--- src/bsa_pkg.sv ---
// Package for the banker's safety allocator.
// Holds command codes for the top level and status codes shared by the top level and the checker.
package bsa_pkg;
   localparam logic [1:0] CMD_LOAD_AVAIL = 2'd0;
   localparam logic [1:0] CMD_LOAD_MAX   = 2'd1;
   localparam logic [1:0] CMD_REQUEST    = 2'd2;
   localparam logic [1:0] CMD_UNUSED     = 2'd3;
   localparam logic [1:0] ST_LOADED      = 2'd0;
   localparam logic [1:0] ST_GRANTED     = 2'd1;
   localparam logic [1:0] ST_REFUSED     = 2'd2;
   localparam logic [1:0] ST_UNSAFE      = 2'd3;
endpackage

--- src/bsa_ram.sv ---
// Generic single-port RAM with a registered read.
// Depends on nothing.
module bsa_ram #(
   parameter int WIDTH = 16,
   parameter int DEPTH = 8,
   parameter int AW    = (DEPTH > 1) ? $clog2(DEPTH) : 1
) (
   input  logic             clock,
   input  logic             we,
   input  logic [AW-1:0]    addr,
   input  logic [WIDTH-1:0] wdata,
   output logic [WIDTH-1:0] rdata
);
   logic [WIDTH-1:0] mem [DEPTH];
   always_ff @(posedge clock) begin
      if (we) begin
         mem[addr] <= wdata;
      end
      rdata <= mem[addr];
   end
endmodule

--- src/banker_safety_allocator.sv ---
// Top level of the banker's safety allocator.
// Depends on bsa_pkg and bsa_ram.
//
// One item at a time. start is taken while busy is low; exactly one result
// comes back on rsp_valid for a single cycle and cannot be held off.
// Allocation and need rows (one row per process, all resources side by side)
// live in two single-port RAMs with a registered read. After reset a
// clearing pass zeroes every row of both RAMs with busy high. A load or a
// refused request passes through S_RD, S_EXEC and S_DONE with busy high,
// and its result follows in the next cycle. A checked request goes through
// S_RD and S_EXEC, then the safety scan visits each process row in
// S_SCAN_RD and S_SCAN, since the compare waits for the registered read.
// Each pass starts again at row 0 and stops at the first row that fits,
// so for eight processes the scan visits at most 43 rows (seven passes
// ending at the highest rows and one failed full pass), or 36 rows when
// every process finishes. S_FIN_RD and S_FIN then end the check, S_FIN
// rolling back an unsafe grant, with busy high through S_DONE; the result
// comes next, and the single read port of the row RAMs sets the scan rate.
module banker_safety_allocator #(
   parameter int RESOURCE_TYPES = 3,
   parameter int PROCESS_SLOTS  = 8,
   parameter int UNIT_BITS      = 16
) (
   input  logic        clock,
   input  logic        reset,
   input  logic        start,
   output logic        busy,
   input  logic [1:0]  req_cmd,
   input  logic [2:0]  req_process,
   input  logic [1:0]  req_resource,
   input  logic [15:0] req_amount,
   input  logic [15:0] req_req_0,
   input  logic [15:0] req_req_1,
   input  logic [15:0] req_req_2,
   output logic        rsp_valid,
   output logic [1:0]  rsp_status,
   output logic [3:0]  rsp_finished_count
);
   localparam int PW = (PROCESS_SLOTS > 1) ? $clog2(PROCESS_SLOTS) : 1;
   localparam int RW = RESOURCE_TYPES * UNIT_BITS;
   localparam int CW = $clog2(PROCESS_SLOTS + 1);
   localparam logic [UNIT_BITS-1:0] UMAX = '1;

   localparam logic [3:0] S_CLEAR = 4'd0, S_IDLE = 4'd1, S_RD = 4'd2,
      S_EXEC = 4'd3, S_SCAN_RD = 4'd4, S_SCAN = 4'd5, S_FIN_RD = 4'd6,
      S_FIN = 4'd7, S_DONE = 4'd8;

   logic [3:0] state_ff, state_in;
   logic [1:0] cmd_ff, cmd_in;
   logic [2:0] proc_ff, proc_in;
   logic [1:0] res_ff, res_in;
   logic [UNIT_BITS-1:0] amt_ff, amt_in;
   logic [RW-1:0] rq_ff, rq_in;
   logic rq_big_ff, rq_big_in;
   logic [UNIT_BITS-1:0] avail_ff [RESOURCE_TYPES];
   logic [UNIT_BITS-1:0] avail_in [RESOURCE_TYPES];
   logic [UNIT_BITS-1:0] work_ff [RESOURCE_TYPES];
   logic [UNIT_BITS-1:0] work_in [RESOURCE_TYPES];
   logic [PROCESS_SLOTS-1:0] fin_ff, fin_in;
   logic [PW-1:0] ptr_ff, ptr_in;
   logic [CW-1:0] pass_ff, pass_in;
   logic [1:0] st_ff, st_in;
   logic [CW-1:0] cnt_ff, cnt_in;
   logic vld_ff, vld_in;

   logic we;
   logic [PW-1:0] addr;
   logic [RW-1:0] alloc_wd, need_wd, alloc_rd, need_rd;

   bsa_ram #(.WIDTH(RW), .DEPTH(PROCESS_SLOTS)) u_alloc (
      .clock, .we, .addr, .wdata(alloc_wd), .rdata(alloc_rd));
   bsa_ram #(.WIDTH(RW), .DEPTH(PROCESS_SLOTS)) u_need (
      .clock, .we, .addr, .wdata(need_wd), .rdata(need_rd));

   assign busy = (state_ff != S_IDLE);
   assign rsp_valid = vld_ff;
   assign rsp_status = st_ff;
   assign rsp_finished_count = 4'(cnt_ff);

   // The request fits when the process is in range and every amount is
   // within both its need and the available count. An amount wider than a
   // unit count can never fit.
   logic req_ok, fits;
   logic [UNIT_BITS:0] wsum;
   always_comb begin
      req_ok = (32'(proc_ff) < PROCESS_SLOTS) && !rq_big_ff;
      fits = 1'b1;
      for (int r = 0; r < RESOURCE_TYPES; r++) begin
         if (rq_ff[r*UNIT_BITS +: UNIT_BITS] > need_rd[r*UNIT_BITS +: UNIT_BITS] ||
             rq_ff[r*UNIT_BITS +: UNIT_BITS] > avail_ff[r]) begin
            req_ok = 1'b0;
         end
         if (need_rd[r*UNIT_BITS +: UNIT_BITS] > work_ff[r]) begin
            fits = 1'b0;
         end
      end
   end

   always_comb begin
      state_in = state_ff; cmd_in = cmd_ff; proc_in = proc_ff; res_in = res_ff;
      amt_in = amt_ff; rq_in = rq_ff; rq_big_in = rq_big_ff; fin_in = fin_ff;
      ptr_in = ptr_ff; pass_in = pass_ff; st_in = st_ff; cnt_in = cnt_ff;
      vld_in = 1'b0;
      avail_in = avail_ff; work_in = work_ff;
      we = 1'b0; addr = proc_ff[PW-1:0];
      alloc_wd = alloc_rd; need_wd = need_rd;
      wsum = '0;
      unique case (state_ff)
         S_CLEAR: begin
            we = 1'b1; addr = ptr_ff; alloc_wd = '0; need_wd = '0;
            ptr_in = ptr_ff + 1'b1;
            if (32'(ptr_ff) == PROCESS_SLOTS - 1) begin
               state_in = S_IDLE;
            end
         end
         S_IDLE: begin
            if (start) begin
               cmd_in = req_cmd; proc_in = req_process; res_in = req_resource;
               amt_in = UNIT_BITS'(req_amount > 16'(UMAX) ? 16'(UMAX) : req_amount);
               rq_big_in = (req_req_0 > 16'(UMAX)) ||
                  (RESOURCE_TYPES > 1 && req_req_1 > 16'(UMAX)) ||
                  (RESOURCE_TYPES > 2 && req_req_2 > 16'(UMAX));
               rq_in = '0;
               rq_in[0 +: UNIT_BITS] = UNIT_BITS'(req_req_0);
               if (RESOURCE_TYPES > 1) rq_in[UNIT_BITS*(RESOURCE_TYPES>1) +: UNIT_BITS] =
                  UNIT_BITS'(req_req_1);
               if (RESOURCE_TYPES > 2) rq_in[UNIT_BITS*2*(RESOURCE_TYPES>2) +: UNIT_BITS] =
                  UNIT_BITS'(req_req_2);
               state_in = S_RD;
            end
         end
         S_RD: begin
            state_in = S_EXEC;
         end
         S_EXEC: begin
            st_in = bsa_pkg::ST_LOADED; cnt_in = '0;
            state_in = S_DONE;
            if (cmd_ff == bsa_pkg::CMD_LOAD_AVAIL) begin
               for (int r = 0; r < RESOURCE_TYPES; r++)
                  if (32'(res_ff) == r) avail_in[r] = amt_ff;
            end else if (cmd_ff == bsa_pkg::CMD_LOAD_MAX) begin
               if (32'(proc_ff) < PROCESS_SLOTS) begin
                  for (int r = 0; r < RESOURCE_TYPES; r++)
                     if (32'(res_ff) == r) begin
                        we = 1'b1;
                        need_wd[r*UNIT_BITS +: UNIT_BITS] =
                           amt_ff > alloc_rd[r*UNIT_BITS +: UNIT_BITS] ?
                           amt_ff - alloc_rd[r*UNIT_BITS +: UNIT_BITS] : '0;
                     end
               end
            end else if (cmd_ff == bsa_pkg::CMD_REQUEST) begin
               if (!req_ok) begin
                  st_in = bsa_pkg::ST_REFUSED;
               end else begin
                  // Tentative grant; rolled back at the end if unsafe.
                  we = 1'b1;
                  for (int r = 0; r < RESOURCE_TYPES; r++) begin
                     avail_in[r] = avail_ff[r] - rq_ff[r*UNIT_BITS +: UNIT_BITS];
                     work_in[r] = avail_in[r];
                     alloc_wd[r*UNIT_BITS +: UNIT_BITS] = alloc_rd[r*UNIT_BITS +: UNIT_BITS]
                        + rq_ff[r*UNIT_BITS +: UNIT_BITS];
                     need_wd[r*UNIT_BITS +: UNIT_BITS] = need_rd[r*UNIT_BITS +: UNIT_BITS]
                        - rq_ff[r*UNIT_BITS +: UNIT_BITS];
                  end
                  fin_in = '0; ptr_in = '0; pass_in = '0;
                  state_in = S_SCAN_RD;
               end
            end
         end
         S_SCAN_RD: begin
            addr = ptr_ff;
            state_in = S_SCAN;
         end
         S_SCAN: begin
            // Row ptr_ff is on the read port now.
            addr = ptr_ff;
            if (!fin_ff[ptr_ff] && fits) begin
               fin_in[ptr_ff] = 1'b1;
               cnt_in = cnt_ff + 1'b1;
               for (int r = 0; r < RESOURCE_TYPES; r++) begin
                  wsum = {1'b0, work_ff[r]} + {1'b0, alloc_rd[r*UNIT_BITS +: UNIT_BITS]};
                  work_in[r] = wsum[UNIT_BITS] ? UMAX : wsum[UNIT_BITS-1:0];
               end
               pass_in = pass_ff + 1'b1;
               ptr_in = '0;
               if (32'(pass_ff) == PROCESS_SLOTS - 1) state_in = S_FIN_RD;
               else state_in = S_SCAN_RD;
            end else if (32'(ptr_ff) == PROCESS_SLOTS - 1) begin
               state_in = S_FIN_RD;
            end else begin
               ptr_in = ptr_ff + 1'b1;
               state_in = S_SCAN_RD;
            end
         end
         S_FIN_RD: begin
            state_in = S_FIN;
         end
         S_FIN: begin
            state_in = S_DONE;
            if (32'(cnt_ff) == PROCESS_SLOTS) begin
               st_in = bsa_pkg::ST_GRANTED;
            end else begin
               st_in = bsa_pkg::ST_UNSAFE;
               we = 1'b1;
               for (int r = 0; r < RESOURCE_TYPES; r++) begin
                  avail_in[r] = avail_ff[r] + rq_ff[r*UNIT_BITS +: UNIT_BITS];
                  alloc_wd[r*UNIT_BITS +: UNIT_BITS] = alloc_rd[r*UNIT_BITS +: UNIT_BITS]
                     - rq_ff[r*UNIT_BITS +: UNIT_BITS];
                  need_wd[r*UNIT_BITS +: UNIT_BITS] = need_rd[r*UNIT_BITS +: UNIT_BITS]
                     + rq_ff[r*UNIT_BITS +: UNIT_BITS];
               end
            end
         end
         S_DONE: begin
            vld_in = 1'b1;
            state_in = S_IDLE;
         end
         default: state_in = S_IDLE;
      endcase
   end

   always_ff @(posedge clock) begin
      if (reset) begin
         state_ff <= S_CLEAR;
         ptr_ff <= '0;
         vld_ff <= 1'b0;
         fin_ff <= '0;
         cnt_ff <= '0;
         for (int r = 0; r < RESOURCE_TYPES; r++) begin
            avail_ff[r] <= '0;
            work_ff[r] <= '0;
         end
      end else begin
         state_ff <= state_in;
         ptr_ff <= ptr_in;
         vld_ff <= vld_in;
         fin_ff <= fin_in;
         cnt_ff <= (state_ff == S_IDLE) ? '0 : cnt_in;
         avail_ff <= avail_in;
         work_ff <= work_in;
      end
      cmd_ff <= cmd_in; proc_ff <= proc_in; res_ff <= res_in; amt_ff <= amt_in;
      rq_ff <= rq_in; rq_big_ff <= rq_big_in; pass_ff <= pass_in; st_ff <= st_in;
   end
endmodule

--- config.mk ---
export PLATFORM = sky130hd
export DESIGN_NAME = banker_safety_allocator
export DESIGN_NICKNAME = d
export VERILOG_FILES = /design/src/bsa_pkg.sv /design/src/bsa_ram.sv /design/src/banker_safety_allocator.sv
export SDC_FILE = /design/constraint.sdc
export NUM_CORES = 2
export LEC_CHECK = 0
export BUFFER_PORTS_ARGS = -buffer_cell sky130_fd_sc_hd__buf_2
export CORE_MARGIN = 2
export CORE_UTILIZATION = 37
export CTS_BUF_LIST = sky130_fd_sc_hd__clkbuf_4 sky130_fd_sc_hd__clkbuf_8
export CTS_CLUSTER_DIAMETER = 200
export DETAILED_ROUTE_END_ITERATION = 7
export SKIP_LAST_GASP = 1
export SYNTH_ARGS = -nofsm -noshare
export SYNTH_HDL_FRONTEND = slang
export SYNTH_SLANG_ARGS = --single-unit
--- constraint.sdc ---
create_clock -name clock -period 9.8 [get_ports clock]
set_clock_uncertainty 0.1 [all_clocks]
set_input_delay 0 -clock clock [delete_from_list [all_inputs] [get_ports clock]]
set_output_delay 0 -clock clock [all_outputs]
set_load 0.05 [all_outputs]
==> impl_metrics.py <==
metrics = {
    "drt": {
        "via_per_inst": 6.01,
        "postRouteAntennaNets": 0,
        "drt_iter0_drc": 5646,
        "wirelength_mm": 207,
        "drtPass1Iterations": 8,
        "vias": 46587,
        "wl_per_cell_um": 26.7,
        "drc": 0,
    },
    "run_status": {
        "status": "complete, no violations",
    },
    "min_path": {
        "holdCritPathClass": "in2reg",
    },
    "global_route": {
        "antenna_found_initial": 12,
        "grt_pass1_wl_mm": 299,
        "grt_use_total": 0.250,
        "grt_max_degree": 93,
        "overflow": 0,
        "grt_pass1_vias": 43927,
    },
    "timing": {
        "max_freq_mhz": 156,
        "final.period_utilization": 0.654,
        "fin_ws_ns": 3.39,
        "drv_slew": 0,
        "hold_viol": 0,
        "fin_hold_ws_ns": 0.117,
        "setup_viol": 0,
        "min_period_ns": 6.41,
        "slew_headroom": 0.0591,
        "rsz0062_at_grt": "false",
        "tightest_slew_ns": 1.40,
    },
    "yosys": {
        "synth_top_area_frac": 0.436,
        "synthTopCellsByCount": "845 x edfxtp_1, 425 x ha_1, 369 x nand2_1, 337 x nor2_1, 335 x a21oi_1",
        "yosysMostFrequentCell": "edfxtp_1",
        "netlist_area_um2": 58200,
        "syn_inst": 5321,
        "yosysWarningCount": 0,
        "synth_cell_types": 98,
        "synth_ff_type": "edfxtp_1",
        "synth_top_area_cell": "edfxtp_1",
        "synth_fp_nets": 5844,
        "avgSynthCellArea_um2": 10.9,
        "ys_seq_area_frac": 0.509,
        "async_flop_share": 0,
        "yosys-top-cells-area": "edfxtp_1 44%, ha_1 9.1%, dfxtp_1 7.3%",
        "synth-edff-count": 845,
        "ys_ff_latch": 1057,
    },
    "worst_setup_path": {
        "criticalPathCategory": "reg2reg",
        "critPathLaunchType": "flop",
        "critPathMaxStageDelay_ns": 0.93,
        "crit_chain": "ha_1 > fa_1 > nor2b_1 > o31ai_1 > a21oi_1 > a41oi_1 > a211oi_2 > nand3_1 > nor2_4 > buf_4 > o21ai_1 > o211a_1 > nor2b_4 > buf_4",
        "path_max_fanout": 53,
        "cpMaxStageDelayCell": "nor2b_4",
        "end_kind": "flop",
        "path_buf_inv": 2,
        "cp_data_required_time_ns": 10.22,
        "arrival_ns": 6.83,
        "critPathMostFrequentCell": "buf_4",
        "cp_top_family": "compound AO/OA/AOI/OAI gates",
    },
    "clock_network": {
        "cts_max_path_buffers": 3,
        "clock_latency_ns": 0.93,
        "tritoncts": "built",
        "cts_buffers": 170,
        "cts.clk_slew.worst_paths_ns": 0.06,
        "postCtsSetupBuffers": 0,
        "cts_hold_buffers": 146,
        "cts-root-buf": "clkbuf_8",
        "cts_sinks": 1057,
        "ctsResizeCount": 0,
        "cts_htree_levels": 4,
    },
    "job": {
        "drv_cap": 0,
    },
    "pwr": {
        "ir_drop_mv": 0.123,
        "power_leakage_nw": 24.6,
        "switching_power_mw": 5.90,
        "power_switching_share": 0.378,
        "p_clk_frac": 0.258,
        "power_density_nw_per_um2": 236,
        "comb_power_share": 0.335,
        "p_seq_frac": 0.406,
        "p_int_mw": 9.71,
    },
    "die": {
        "initial_core_util": 0.373,
        "die_h_um": 401,
        "boundaryPins": 82,
        "die_x_um": 401,
        "dieArea_um2": 160000,
        "rows": 145,
        "core_area_um2": 156000,
    },
    "placement": {
        "globalplace.congestion": 0.987,
        "place_ws_ns": 3.43,
        "dp_hpwl_mm": 145,
        "portBuffers": 81,
    },
    "cells_and_area": {
        "layout-drive-gt1-share": 0.102,
        "syn_to_final_growth_pct": 13.5,
        "nets": 6060,
    },
}
final cells by class:
class | instances | area [µm²]
antenna | 5 | 12.5
multi-input combinational | 3689 | 26500
clock inverter | 57 | 457
sequential | 1057 | 29600
tap | 2058 | 2570
timing repair buffer | 323 | 2600
fill | 14624 | 90200
inverter | 296 | 1110
clock buffer | 262 | 3170
worst paths after layout:
kind / start / end / slack, ns / depth (start not counted)
max: rq_ff[32] / u_alloc.mem[6][7] / 3.39 / 14
min: reset / avail_ff[14] / 0.12 / 3
max reg2reg: rq_ff[32] / u_alloc.mem[6][7] / 3.39 / 14
min reg2reg: u_alloc.mem[0][29] / u_alloc.rdata[29] / 0.37 / 2
metal layers:
metal  part of all wire  up-vias  track usage
li1                   -    20820            -
met1               0.44    22959        0.361
met2               0.43     2419        0.369
met3              0.093      389       0.0407
met4              0.045        0        0.108
met5                  0        -            0
state kept, by name, indices dropped and copies added (netlist names):
register	cells
pass_ff	4
proc_ff	3
fin_ff	8
rsp_finished_count	4
rsp_valid	1
work_ff	48
avail_ff	48
rsp_status	2
res_ff	2
state_ff	4
cmd_ff	2
u_need.rdata	48
u_need.mem	384
ptr_ff	3
u_alloc.rdata	48
u_alloc.mem	384
amt_ff	16
rq_ff	48
cell families after synthesis:
kind of cell / count (synthesis) / synth area share
compound gates: 1734 / 0.212
simple gates: 1268 / 0.103
flops: 1057 / 0.509
buf+inv: 575 / 0.0394
fa+ha+maj: 449 / 0.0996
xor+xnor: 202 / 0.0304
mux: 36 / 0.00673
stage by stage:
stage	TNS (ns)	instance area (µm²)	std cells	utilization	power, mW
after CTS	0	66000	7742	0.423	15.5
after detailed placement	0	61000	7277	0.390	11.4
final	0	66100	7747	0.423	15.6
after global routing	0	66000	7743	0.423	16.3
after global placement	0	61000	7277	0.390	11.4
after floorplan	-53.17	58200	5321	-	9.55
worst register-to-register path, stage by stage (launching register included):
cell	delay (ns)
edfxtp_1	0.52
ha_1	0.29
fa_1	0.44
nor2b_1	0.18
o31ai_1	0.13
a21oi_1	0.47
a41oi_1	0.22
a211oi_2	0.34
nand3_1	0.24
nor2_4	0.14
buf_4	0.62
o21ai_1	0.20
o211a_1	0.44
nor2b_4	0.94
buf_4	0.68
placed cells by master (no fill, tap or decap), types with 104 or more instances in the layout:
cell type      instances
clkbuf_8             192
o21ai_0              228
nand3_1              120
a221oi_1             108
inv_1                292
a21oi_1              335
nor2_1               331
ha_1                 425
a22oi_1              258
nand2_1              367
nor3_1               104
xnor2_1              149
dfxtp_1              212
dlygate4sd3_1        146
edfxtp_1             845
power groups by stage:
stage / registers, mW / clock network, mW / logic (mW)
global placement: 6.37 / 0 / 5.05
global route: 6.36 / 4.28 / 5.69
finish: 6.34 / 4.03 / 5.23
CTS: 6.29 / 4.10 / 5.12
detailed placement: 6.38 / 0 / 5.03
floorplan: 6.01 / 0 / 3.54
No activity file was read; power rests on OpenSTA's default activity.
